**config.mk**
```make
export PLATFORM = sky130hd
export DESIGN_NAME = temp_jump_filter_with_publish
export DESIGN_NICKNAME = d
export VERILOG_FILES = /design/src/hdl/tjf_pkg.sv /design/src/hdl/tjf_decide.sv /design/src/hdl/temp_jump_filter_with_publish.sv
export VERILOG_INCLUDE_DIRS = /design/src /design/src/hdl
export SDC_FILE = /design/constraint.sdc
export NUM_CORES = 1
export LEC_CHECK = 0
export BUFFER_PORTS_ARGS = -buffer_cell sky130_fd_sc_hd__buf_2
export CAP_MARGIN = 10
export CELL_PAD_IN_SITES_DETAIL_PLACEMENT = 0
export CELL_PAD_IN_SITES_GLOBAL_PLACEMENT = 2
export CORE_ASPECT_RATIO = 1.2
export CORE_MARGIN = 3
export CORE_UTILIZATION = 40
export DETAILED_ROUTE_END_ITERATION = 7
export MAX_ROUTING_LAYER = met4
export PLACE_DENSITY_LB_ADDON = 0.08
export SLEW_MARGIN = 25
export SYNTH_ARGS = -nofsm -noshare
export SYNTH_HDL_FRONTEND = slang
export SYNTH_SLANG_ARGS = --single-unit
```
**constraint.sdc**
```tcl
create_clock -name clk_i -period 6.4 [get_ports clk_i]
set_input_delay 0 -clock clk_i [delete_from_list [all_inputs] [get_ports clk_i]]
set_output_delay 0 -clock clk_i [all_outputs]
set_load 0.1 [all_outputs]
```
**src/hdl/temp_jump_filter_with_publish_macros.svh**
```systemverilog
// ----------------------------------------------------------------------------
// Assertion macros for the temperature jump filter
// Concurrent checks on clk_i, disabled while rst_ni is low.
// ----------------------------------------------------------------------------
`ifndef TEMP_JUMP_FILTER_WITH_PUBLISH_MACROS_SVH
`define TEMP_JUMP_FILTER_WITH_PUBLISH_MACROS_SVH

`ifndef SYNTHESIS

`define TJF_ASSERT_SAME(label, ante, cons) \
  label: assert property (@(posedge clk_i) disable iff (!rst_ni) (ante) |-> (cons)) \
    else $error("tjf assertion failed");

`define TJF_ASSERT_NEXT(label, ante, cons) \
  label: assert property (@(posedge clk_i) disable iff (!rst_ni) (ante) |=> (cons)) \
    else $error("tjf assertion failed");

`else

`define TJF_ASSERT_SAME(label, ante, cons)

`define TJF_ASSERT_NEXT(label, ante, cons)

`endif

`endif

```
**src/hdl/tjf_pkg.sv**
```systemverilog
// ----------------------------------------------------------------------------
// Temperature jump filter package
// Item layouts, held state, configuration registers and helpers.
// ----------------------------------------------------------------------------
package tjf_pkg;

  localparam int unsigned TEMP_W  = 12;
  localparam int unsigned TIME_W  = 32;
  localparam int unsigned LIMIT_W = 11;
  localparam int unsigned CFG_IDX_W = 8;

  typedef logic signed [TEMP_W-1:0] temp_t;
  typedef logic [TIME_W-1:0]        ms_t;
  typedef logic [LIMIT_W-1:0]       limit_t;

  typedef enum logic [CFG_IDX_W-1:0] {
    REG_JUMP_THRESHOLD = 8'd0,
    REG_STABLE_BAND    = 8'd1,
    REG_SETTLE_MS      = 8'd2,
    REG_HEARTBEAT_MS   = 8'd3
  } cfg_reg_e;

  localparam limit_t JUMP_THRESHOLD_RST = 11'd50;
  localparam limit_t STABLE_BAND_RST    = 11'd5;
  localparam ms_t    SETTLE_MS_RST      = 32'd60000;
  localparam ms_t    HEARTBEAT_MS_RST   = 32'd300000;

  // first field in the highest bits
  typedef struct packed {
    logic [1:0] pad;
    logic       high_range;
    logic       rest_on;
    logic       heater_on;
    temp_t      meas_temp;
    logic       meas_valid;
    temp_t      target_temp;
    logic       set_valid;
    ms_t        now_ms;
    logic       link_alive;
  } in_item_t;

  typedef struct packed {
    logic [1:0] pad;
    logic       shown_high_range;
    logic       shown_rest;
    logic       shown_heating;
    temp_t      shown_meas_temp;
    logic       shown_meas_valid;
    temp_t      shown_target_temp;
    logic       shown_set_valid;
    logic       publish;
  } out_item_t;

  typedef struct packed {
    limit_t jump_threshold;
    limit_t stable_band;
    ms_t    settle_ms;
    ms_t    heartbeat_ms;
  } cfg_t;

  typedef struct packed {
    temp_t      target;
    logic       target_valid;
    temp_t      baseline;
    logic       baseline_valid;
    temp_t      pending;
    logic       pending_valid;
    ms_t        pending_since;
    ms_t        last_publish;
    logic [2:0] flags;
    logic       ever_published;
  } state_t;

  function automatic logic [TEMP_W:0] abs_diff(input temp_t a, input temp_t b);
    logic [TEMP_W:0] d;
    d = {a[TEMP_W-1], a} - {b[TEMP_W-1], b};
    return d[TEMP_W] ? (~d + 13'd1) : d;
  endfunction

endpackage

```
**src/hdl/tjf_decide.sv**
```systemverilog
// ----------------------------------------------------------------------------
// Temperature jump filter decision logic
// Next held state and result for one report, in a single combinational pass.
// ----------------------------------------------------------------------------
module tjf_decide (
  input  tjf_pkg::state_t    state_i,
  input  tjf_pkg::in_item_t  item_i,
  input  tjf_pkg::cfg_t      cfg_i,
  output tjf_pkg::state_t    state_o,
  output tjf_pkg::out_item_t result_o
);
  import tjf_pkg::*;

  logic [TEMP_W:0] base_dev;
  logic [TEMP_W:0] pend_dev;
  ms_t             pend_age;
  ms_t             pub_age;
  logic [2:0]      flags;
  logic            pub;
  state_t          nxt;

  assign base_dev = abs_diff(item_i.meas_temp, state_i.baseline);
  assign pend_dev = abs_diff(item_i.meas_temp, state_i.pending);
  assign pend_age = item_i.now_ms - state_i.pending_since;
  assign pub_age  = item_i.now_ms - state_i.last_publish;
  assign flags    = {item_i.high_range, item_i.rest_on, item_i.heater_on};

  always_comb begin
    nxt = state_i;
    pub = 1'b0;
    if (!item_i.link_alive) begin
      nxt.target         = '0;
      nxt.target_valid   = 1'b0;
      nxt.baseline       = '0;
      nxt.baseline_valid = 1'b0;
      nxt.pending        = '0;
      nxt.pending_valid  = 1'b0;
    end else begin
      if (item_i.set_valid) begin
        if (state_i.target_valid && (item_i.target_temp != state_i.target)) begin
          pub = 1'b1;
        end
        nxt.target       = item_i.target_temp;
        nxt.target_valid = 1'b1;
      end

      if (item_i.meas_valid) begin
        if (!state_i.baseline_valid) begin
          nxt.baseline       = item_i.meas_temp;
          nxt.baseline_valid = 1'b1;
        end else if (base_dev > {2'b00, cfg_i.jump_threshold}) begin
          if (!state_i.pending_valid || (pend_dev > {2'b00, cfg_i.stable_band})) begin
            nxt.pending       = item_i.meas_temp;
            nxt.pending_valid = 1'b1;
            nxt.pending_since = item_i.now_ms;
          end else if (pend_age > cfg_i.settle_ms) begin
            if (item_i.meas_temp != state_i.baseline) begin
              pub = 1'b1;
            end
            nxt.baseline      = item_i.meas_temp;
            nxt.pending       = '0;
            nxt.pending_valid = 1'b0;
          end
        end else begin
          if (item_i.meas_temp != state_i.baseline) begin
            pub = 1'b1;
          end
          nxt.baseline      = item_i.meas_temp;
          nxt.pending       = '0;
          nxt.pending_valid = 1'b0;
        end
      end

      if (flags != state_i.flags) begin
        pub = 1'b1;
      end
      nxt.flags = flags;

      if (!state_i.ever_published || (pub_age > cfg_i.heartbeat_ms)) begin
        pub = 1'b1;
      end

      if (pub) begin
        nxt.last_publish   = item_i.now_ms;
        nxt.ever_published = 1'b1;
      end
    end
  end

  assign state_o = nxt;

  always_comb begin
    result_o                   = '0;
    result_o.publish           = pub;
    result_o.shown_set_valid   = nxt.target_valid;
    result_o.shown_target_temp = nxt.target;
    result_o.shown_meas_valid  = nxt.baseline_valid;
    result_o.shown_meas_temp   = nxt.baseline;
    result_o.shown_heating     = nxt.flags[0];
    result_o.shown_rest        = nxt.flags[1];
    result_o.shown_high_range  = nxt.flags[2];
  end

endmodule

```
**src/hdl/temp_jump_filter_with_publish.sv**
```systemverilog
// ----------------------------------------------------------------------------
// Temperature jump filter with publish decision
// One result per status report; takes one report per clock cycle unless the output stalls.
// ----------------------------------------------------------------------------
// Each report is captured in an input register and, when the output register
// can advance, its result lands there while the held state is updated at the
// same edge, so the following report already sees it. The result is read from
// the output register; throughput is one report per cycle, limited only by the
// downstream tready.
// Configuration is taken whenever cfg_valid_i is high.
module temp_jump_filter_with_publish (
  input  logic                             clk_i,
  input  logic                             rst_ni,
  input  logic                             cfg_valid_i,
  output logic                             cfg_ready_o,
  input  logic [tjf_pkg::CFG_IDX_W-1:0]    cfg_index_i,
  input  logic [31:0]                      cfg_data_i,
  input  logic                             s_axis_tvalid,
  output logic                             s_axis_tready,
  // link_alive, now_ms[32], set_valid, target_temp[12], meas_valid, meas_temp[12],
  // heater_on, rest_on, high_range, zero pad[2]
  input  tjf_pkg::in_item_t                s_axis_tdata,
  output logic                             m_axis_tvalid,
  input  logic                             m_axis_tready,
  // publish, shown_set_valid, shown_target_temp[12], shown_meas_valid,
  // shown_meas_temp[12], shown_heating, shown_rest, shown_high_range, zero pad[2]
  output tjf_pkg::out_item_t               m_axis_tdata
);
  import tjf_pkg::*;

  `include "temp_jump_filter_with_publish_macros.svh"

  cfg_t      cfg_q;
  state_t    state_q;
  state_t    state_d;
  in_item_t  in_q;
  logic      in_valid_q;
  out_item_t out_q;
  out_item_t result;
  logic      out_valid_q;
  logic      advance;
  logic      fire;

  assign cfg_ready_o = 1'b1;

  always_ff @(posedge clk_i or negedge rst_ni) begin
    if (!rst_ni) begin
      cfg_q.jump_threshold <= JUMP_THRESHOLD_RST;
      cfg_q.stable_band    <= STABLE_BAND_RST;
      cfg_q.settle_ms      <= SETTLE_MS_RST;
      cfg_q.heartbeat_ms   <= HEARTBEAT_MS_RST;
    end else if (cfg_valid_i) begin
      case (cfg_index_i)
        REG_JUMP_THRESHOLD: cfg_q.jump_threshold <= cfg_data_i[LIMIT_W-1:0];
        REG_STABLE_BAND:    cfg_q.stable_band    <= cfg_data_i[LIMIT_W-1:0];
        REG_SETTLE_MS:      cfg_q.settle_ms      <= cfg_data_i;
        REG_HEARTBEAT_MS:   cfg_q.heartbeat_ms   <= cfg_data_i;
        default: ;
      endcase
    end
  end

  assign advance       = !out_valid_q || m_axis_tready;
  assign fire          = in_valid_q && advance;
  assign s_axis_tready = !in_valid_q || advance;

  always_ff @(posedge clk_i or negedge rst_ni) begin
    if (!rst_ni) begin
      in_valid_q <= 1'b0;
    end else if (s_axis_tready) begin
      in_valid_q <= s_axis_tvalid;
    end
  end

  always_ff @(posedge clk_i) begin
    if (s_axis_tready && s_axis_tvalid) begin
      in_q <= s_axis_tdata;
    end
  end

  tjf_decide u_decide (
    .state_i  (state_q),
    .item_i   (in_q),
    .cfg_i    (cfg_q),
    .state_o  (state_d),
    .result_o (result)
  );

  always_ff @(posedge clk_i or negedge rst_ni) begin
    if (!rst_ni) begin
      state_q <= '0;
    end else if (fire) begin
      state_q <= state_d;
    end
  end

  always_ff @(posedge clk_i or negedge rst_ni) begin
    if (!rst_ni) begin
      out_valid_q <= 1'b0;
    end else if (advance) begin
      out_valid_q <= in_valid_q;
    end
  end

  always_ff @(posedge clk_i) begin
    if (fire) begin
      out_q <= result;
    end
  end

  assign m_axis_tvalid = out_valid_q;
  assign m_axis_tdata  = out_q;

  `TJF_ASSERT_SAME(a_pending_needs_baseline, state_q.pending_valid, state_q.baseline_valid)
  `TJF_ASSERT_NEXT(a_link_down_quiet, fire && !in_q.link_alive,
                   !out_q.publish && !out_q.shown_meas_valid && !out_q.shown_set_valid)
  `TJF_ASSERT_NEXT(a_publish_stamps_time, fire && result.publish,
                   state_q.last_publish == $past(in_q.now_ms))
  `TJF_ASSERT_NEXT(a_link_up_published, fire && in_q.link_alive, state_q.ever_published)
  `TJF_ASSERT_NEXT(a_stalled_item_kept, in_valid_q && !advance, in_valid_q && $stable(state_q))

endmodule

```
==> impl_results.md, run 1 <==
- Final GP Congestion: 0.807
- Crit Path Max Fanout: 20
- Fin. max-slew vios: 0
- Clk Latency, worst-skew pair: 0.55 ns
- Tightest Pin Transition: 0.876 ns
- Clock skew: 0.0167 ns
- Netlist Area Pre-Place: 18200 um2
- Clock slew at reported path FFs: 0.06 ns
- Fmax: 165 MHz
- Final nets: 2293
- Antenna viol nets, final: 0
- Final setup vio count: 0
- CTS tree: yes
- TritonCTS Sinks: 287
- Number of library cell types mapped by synthesis: 78
- Via-per-instance ratio: 5.15
- Total core area: 44900 um2
- Multi-input logic area: 9570 um2
- Hold Path Class: input port to register
- Final hold violations: 0
- Max clock buf depth: 3
- Die height: 240 um
- Antenna violations before repair: 0
- Global Route Usage Sum: 20.3%
- Drt first-iter violations: 581
- Synth warn: 0
- Register bit total from synthesis: 287
- Root Driver: clkbuf_16
- Die X: 201 um
- P_sw: 0.00337 W
- Fin Hold WS: 0.0280 ns
- Final period utilization: 94.4%
- Clk network pwr share: 23.3%
- Register area share after synthesis: 42.1%
- DRT Pass-1 Iters: 5
- Max-Cap Viols: 0
- Largest net degree at the start of global routing: 146
- Crit path largest cell delay: 0.48 ns
- Commonest non-fill, non-tap cell in the layout: inv_1
- Detailed placer's ending HPWL: 33700 um
- Rows: 85
- Most frequent cells in the layout: inv_1 (194), dfrtp_1 (175), ha_1 (174), buf_2 (137), nand2_1 (108)
- Sequential Power Share: 28.1%
- Crit path required time: 6.82 ns
- Status: completed
- Port bufs: 138
- Ratio of cells with drive above 1 in the final layout: 19.1%
- Peak supply drop: 0.259 mV
- Number of fill cells: 4241
- Via count: 13600
- Wire per inst: 17.9 um
- RSZ-0062 raised after global routing: no
- Largest delay share family, worst path: compound AO/OA/AOI/OAI gates
- Num CTS Buffers: 36
- Leakage power: 10.1 nW
- Final min period: 6.04 ns
- H-tree Lvls: 2
- DRC errors left: 0
- Initial Utilization: 40.6%
- Setup TNS: 0 ns
- Mean Syn Cell Area: 10.4 um2
- Crit path buffers/inverters: 6
- Top FF cell, synth: dfrtp_1
- Sw Share: 39.2%
- Final wirelength: 47200 um
- Die ar.: 48100 um2
- Crit path max-delay cell type: a2111oi_1
- Grt total ovfl: 0
- Setup crit end kind: register
- Max-Slew Margin vs Limit: 41.6%
- Post-synth EDFFs: 92
- First-pass GRT wire length: 75400 um
- Setup crit start kind: register
- Final Total Pwr: 0.00861 W
- Pint: 0.00524 W
- CP arrival: 6.47 ns
- FF/Latch Area: 7670 um2
- Power per Cell Area: 393 nW/um2
- Async SR Flop Fraction: 67.9%
- Area Overhead vs Synth: 20.3%
- Most used cell, CP: buf_4
- Combinational power share: 48.5%
- Reg-to-reg slack, setup: 0.36 ns
- I/O pin cnt: 144
- Vias in the first global route: 14000
- Cells after synthesis: 1752
- Crit Path Class: register to register
- Ant. Diodes: 0
-- area by class of cell --
type | count | share of cell area [%]
Inverter | 195 | 3.34
Sequential cell | 287 | 35.0
Multi-Input combinational cell | 1221 | 43.7
Clock buffer | 50 | 4.72
Tap cell | 609 | 3.48
Timing Repair Buffer | 265 | 9.15
Clock inverter | 14 | 0.588
-- cell families (layout without fill, tap and decap cells) --
group / Yosys count / after routing / share of synthesized area [%]
buffers and inverters: 245 / 524 / 5.68
other: 2 / 3 / 0.0413
flip-flops: 287 / 287 / 42.1
AO/OA/AOI/OAI: 395 / 395 / 14.1
multiplexers: 143 / 143 / 9.79
adder cells (fa/ha/maj): 178 / 178 / 12.4
XOR/XNOR: 99 / 99 / 4.76
AND/OR/NAND/NOR: 403 / 403 / 11.1
-- path summary, 6_finish.rpt --
kind,start,end,cells past startpoint
setup / recovery,in_q[1],state_q[33],27
hold reg to reg,state_q[0],state_q[0],1
setup reg to reg,in_q[1],state_q[33],27
hold / removal,cfg_index_i[5],cfg_q[77],4
max in group asynchronous,rst_ni,state_q[89],4
min in group asynchronous,rst_ni,cfg_q[5],3
-- power by group through the flow --
stage	Sequential, W	Combinational [W]	Clock, W
floorplan	0.00255	0.00303	0
global placement	0.00245	0.00410	0
detailed placement	0.00245	0.00415	0
CTS	0.00242	0.00422	0.00208
global route	0.00246	0.00473	0.00215
finish	0.00242	0.00418	0.00201
-- through the flow --
stage / std cells / instance area [um2] / utilization, % / worst slack [ns]
detailed placement: 2467 / 19600 / 43.6 / 0.148
global placement: 2467 / 19600 / 43.6 / 0.301
global route: 2641 / 21900 / 48.8 / 0.00399
finish: 2641 / 21900 / 48.8 / 0.356
CTS: 2639 / 21800 / 48.6 / 0.0690
floorplan: 1753 / 18200 / - / 1.23
-- synthesized netlist by cell type, types with 28 or more instances --
master	n	area [um2]
a21o_1	55	413
a21oi_1	103	515
clkbuf_1	32	120
dfrtp_1	175	4380
edfxtp_1	92	2760
ha_1	174	2180
inv_1	195	732
mux2_2	73	822
mux2_4	50	751
nand2_1	108	405
nand3_1	53	265
nand4_1	28	175
nor2_1	84	315
o21ai_0	94	470
xnor2_1	54	473
xor2_1	45	394
-- layer usage --
metal	global-route usage (%)	routed length [um]
met1	25.2	21200
met3	2.83	1560
met5	-	0
met2	35.3	23500
met4	4.60	915
-- flip-flops by register name (all words and copies together) (netlist names) --
| signal | flops |
|---|---|
| m_axis_tvalid | 1 |
| cfg_q | 86 |
| in_q | 62 |
| m_axis_tdata | 30 |
| in_valid_q | 1 |
| state_q | 107 |
-- worst min-delay path, delay by kind of cell --
kind	cells	cell delay [ns]
buffers and inverters	1	0.08
AND/OR/NAND/NOR	2	0.32
AO/OA/AOI/OAI	1	0.15
-- timing repair --
action	4_1_cts	5_1_grt
endpoints found under the hold margin	200	0
hold buffers	108	0
setup endpoints to repair	0	70
resized for setup	0	9
buffers inserted	0	1
Note: power is estimated with default switching activity, not from simulation.
==> run 2, diff against run 1 <==
--- a/config.mk
+++ b/config.mk
@@ -12,11 +12,13 @@
 export CELL_PAD_IN_SITES_GLOBAL_PLACEMENT = 2
 export CORE_ASPECT_RATIO = 1.2
 export CORE_MARGIN = 3
-export CORE_UTILIZATION = 40
+export CORE_UTILIZATION = 41
 export DETAILED_ROUTE_END_ITERATION = 7
 export MAX_ROUTING_LAYER = met4
 export PLACE_DENSITY_LB_ADDON = 0.08
+export SKIP_LAST_GASP = 1
 export SLEW_MARGIN = 25
 export SYNTH_ARGS = -nofsm -noshare
 export SYNTH_HDL_FRONTEND = slang
+export SYNTH_HIERARCHICAL = 1
 export SYNTH_SLANG_ARGS = --single-unit
==> constraint.sdc (replaced) <==
create_clock -name clk_i -period 6.4 [get_ports clk_i]
set_input_delay 0.96 -clock clk_i [delete_from_list [all_inputs] [get_ports clk_i]]
set_output_delay 0.96 -clock clk_i [all_outputs]
set_load 0.1 [all_outputs]
==> impl_results.md, run 2 <==
- Status: completed
- Setup crit start kind: register
- DRT Pass-1 Iters: 5 (unchanged)
- H-tree Lvls: 2 (unchanged)
- Power per Cell Area: 445 nW/um2 (+13%)
- Crit path required time: 6.83 ns (about the same)
- Met1 Usage GRT: 25.0% (-0.25 points)
- Antenna viol nets, final: 0 (unchanged)
- Clock skew: 0.0247 ns (+0.00801 ns)
- Final nets: 2234 (-2.6%)
- Final setup vio count: 0 (unchanged)
- Cells after synthesis: 1812 (+3.4%)
- Die X: 204 um (+1.7%)
- Setup crit end kind: register
- GR Util met2: 32.2% (-3.1 points)
- Final min period: 5.98 ns (-0.0615 ns)
- Fmax: 167 MHz (+1.0%)
- Via-per-instance ratio: 5.20 (+0.86%)
- Drt first-iter violations: 588 (+1.2%)
- Rows: 86 (+1.2%)
- Pint: 0.00594 W (+13%)
- Num CTS Buffers: 36 (unchanged)
- Final worst slack: 0.418 ns (+0.0615 ns)
- Vias in the first global route: 13500 (-3.2%)
- Number of fill cells: 4366 (+2.9%)
- Largest net degree at the start of global routing: 123 (-16%)
- Crit Path Max Fanout: 10 (-50%)
- I/O pin cnt: 144 (unchanged)
- Commonest non-fill, non-tap cell in the layout: mux2_2
- Clk network pwr share: 22.3% (-1.0 points)
- Max clock buf depth: 3 (unchanged)
- Final wirelength: 46600 um (-1.3%)
- P_sw: 0.00384 W (+14%)
- Clock slew at reported path FFs: 0.06 ns (about the same)
- Die ar.: 49700 um2 (+3.4%)
- Fin. max-slew vios: 0 (unchanged)
- Fin Hold WS: 0.430 ns (+0.402 ns)
- Setup TNS: 0 ns (unchanged)
- Max-Cap Viols: 0 (unchanged)
- Final hold violations: 0 (unchanged)
- Via count: 13500 (-0.86%)
- Total core area: 46300 um2 (+3.1%)
- Die height: 244 um (+1.7%)
- Area Overhead vs Synth: 13.8%
- R2R Path End: state_q[25]
- FF-to-FF path depth: 27 (unchanged)
- Fin util: 47.5% (-1.3 points)
- Most frequent cells in the layout: mux2_2 (201), inv_1 (198), dfrtp_1 (175), ha_1 (174), buf_2 (139)
- GR peak layer: met2
- Crit Path Class: register to register
- Sw Share: 39.3% (+0.087 points)
- Hold Path Class: input port to asynchronous set/reset pin
- Worst slack at placement: -0.0742 ns (-0.222 ns)
- Tightest Pin Transition: 1.00 ns (+0.125 ns)
- Grt total ovfl: 0 (unchanged)
- Detailed placer's ending HPWL: 34600 um (+2.7%)
- Root Driver: clkbuf_16
- Final period utilization: 93.5% (-0.96 points)
- Max-Slew Margin vs Limit: 33.3% (-8.3 points)
- Reg with most FFs: state_q
- Antenna violations before repair: 5 (+5)
- Netlist Area Pre-Place: 19300 um2 (+6.0%)
- Mean Syn Cell Area: 10.7 um2 (+2.5%)
- Sequential Power Share: 25.3% (-2.8 points)
- Clk Latency, worst-skew pair: 0.56 ns (about the same)
- Peak supply drop: 0.244 mV (-5.6%)
- Initial Utilization: 41.7% (+1.2 points)
- Largest regs: state_q (107), cfg_q (86), in_q (62)
- CTS tree: yes
- Ratio of cells with drive above 1 in the final layout: 26.6% (+7.5 points)
- CTS Hold Bufs: 0 (-100%)
- First-pass GRT wire length: 74200 um (-1.6%)
- Combinational power share: 52.4% (+3.9 points)
- Max reg flops: 107 (unchanged)
- Final GP Congestion: 0.838 (+3.8%)
- TritonCTS Sinks: 289 (+0.70%)
- DRC errors left: 0 (unchanged)
- Synth warn: 6 (+6)
- CP arrival: 6.41 ns (-0.06 ns)
- M3 GR Usage: 3.41% (+0.58 points)
- Port bufs: 140 (+1.4%)
- Critical R2R Launch: in_q[1]
- Reg-to-reg slack, setup: 0.42 ns (+0.06 ns)
- Leakage power: 9.75 nW (-3.2%)
- Global Route Usage Sum: 19.4% (-0.91 points)
- Wire per inst: 17.9 um (+0.39%)
run 2: cell types whose count changed in the layout (fill, tap and decap cells not counted), moves of 21 or more:
cell and change:
mux2_2 +128, dlygate4sd3_1 -107, o21ai_0 -41, o21ai_1 +34
nand3_1 -31, mux2_4 -21
run 2: worst max-delay path by stage:
stage	depth (start not counted)	slack, ns	start	to
2_1_floorplan	26	0.92	in_q[1]	state_q[10]
3_3_place_gp	27	0.10	in_q[1]	state_q[8]
3_5_place_dp	27	-0.07	in_q[1]	state_q[22]
4_1_cts	27	0.03	in_q[1]	state_q[25]
5_1_grt	27	-0.003	in_q[1]	state_q[25]
6_report	27	0.42	in_q[1]	state_q[25]
run 2: metrics by stage:
step,std cells,cell area [um2],total power (W)
2_1_floorplan,1813,19300,0.00640
3_3_place_gp,2523,20600,0.00752
3_5_place_dp,2523,20600,0.00759
4_1_cts,2589,21900,0.00987
5_1_grt,2596,22000,0.0107
6_report,2596,22000,0.00978
run 2: area by class of cell:
class / count / area (um2) / area share, %
Inverter: 198 / 743 / 3.38
Clock buffer: 46 / 1020 / 4.65
Multi-Input combinational cell: 1249 / 10400 / 47.4
Timing Repair Buffer: 173 / 1020 / 4.64
Clock inverter: 20 / 267 / 1.21
Tap cell: 616 / 771 / 3.51
Antenna cell: 5 / 12.5 / 0.0570
Sequential cell: 289 / 7730 / 35.2
run 2: worst max-delay path: stages (launching register included):
cell and delay (ns):
edfxtp_1 0.40, inv_1 0.10, ha_1 0.16, inv_1 0.06
fa_1 0.43, a211oi_2 0.29, o21ai_1 0.17, a2111oi_2 0.40
buf_4 0.17, o31a_1 0.19, o211ai_1 0.14, nand2_1 0.12
o211ai_1 0.19, a41oi_2 0.27, nor2b_1 0.18, xnor2_1 0.15
ha_1 0.27, a21o_1 0.16, a21o_1 0.17, a211oi_1 0.24
o21ai_1 0.14, a211oi_2 0.25, o21ai_2 0.11, a211oi_2 0.25
nor2_4 0.11, buf_12 0.17, mux2_4 0.29, mux2_2 0.27
run 2: power groups by stage:
stage / Combinational, W / Sequential, W / Clock [W]
after global placement: 0.00503 / 0.00249 / 0
after global routing: 0.00580 / 0.00252 / 0.00234
after floorplan: 0.00378 / 0.00261 / 0
after CTS: 0.00512 / 0.00248 / 0.00227
after detailed placement: 0.00508 / 0.00251 / 0
final: 0.00512 / 0.00247 / 0.00219
run 2: routing by layer:
layer	part of all wire, %	vias to the layer above
met2	48	196
li1	-	6752
met5	0	-
met1	46	6496
met4	1.6	0
met3	3.9	45
run 2: repair_timing:
action / 4_1_cts / 5_1_grt
gates resized for setup: 2 / 13
pin swaps: 1 / 8
setup endpoints to repair: 32 / 34
setup buffers: 0 / 2
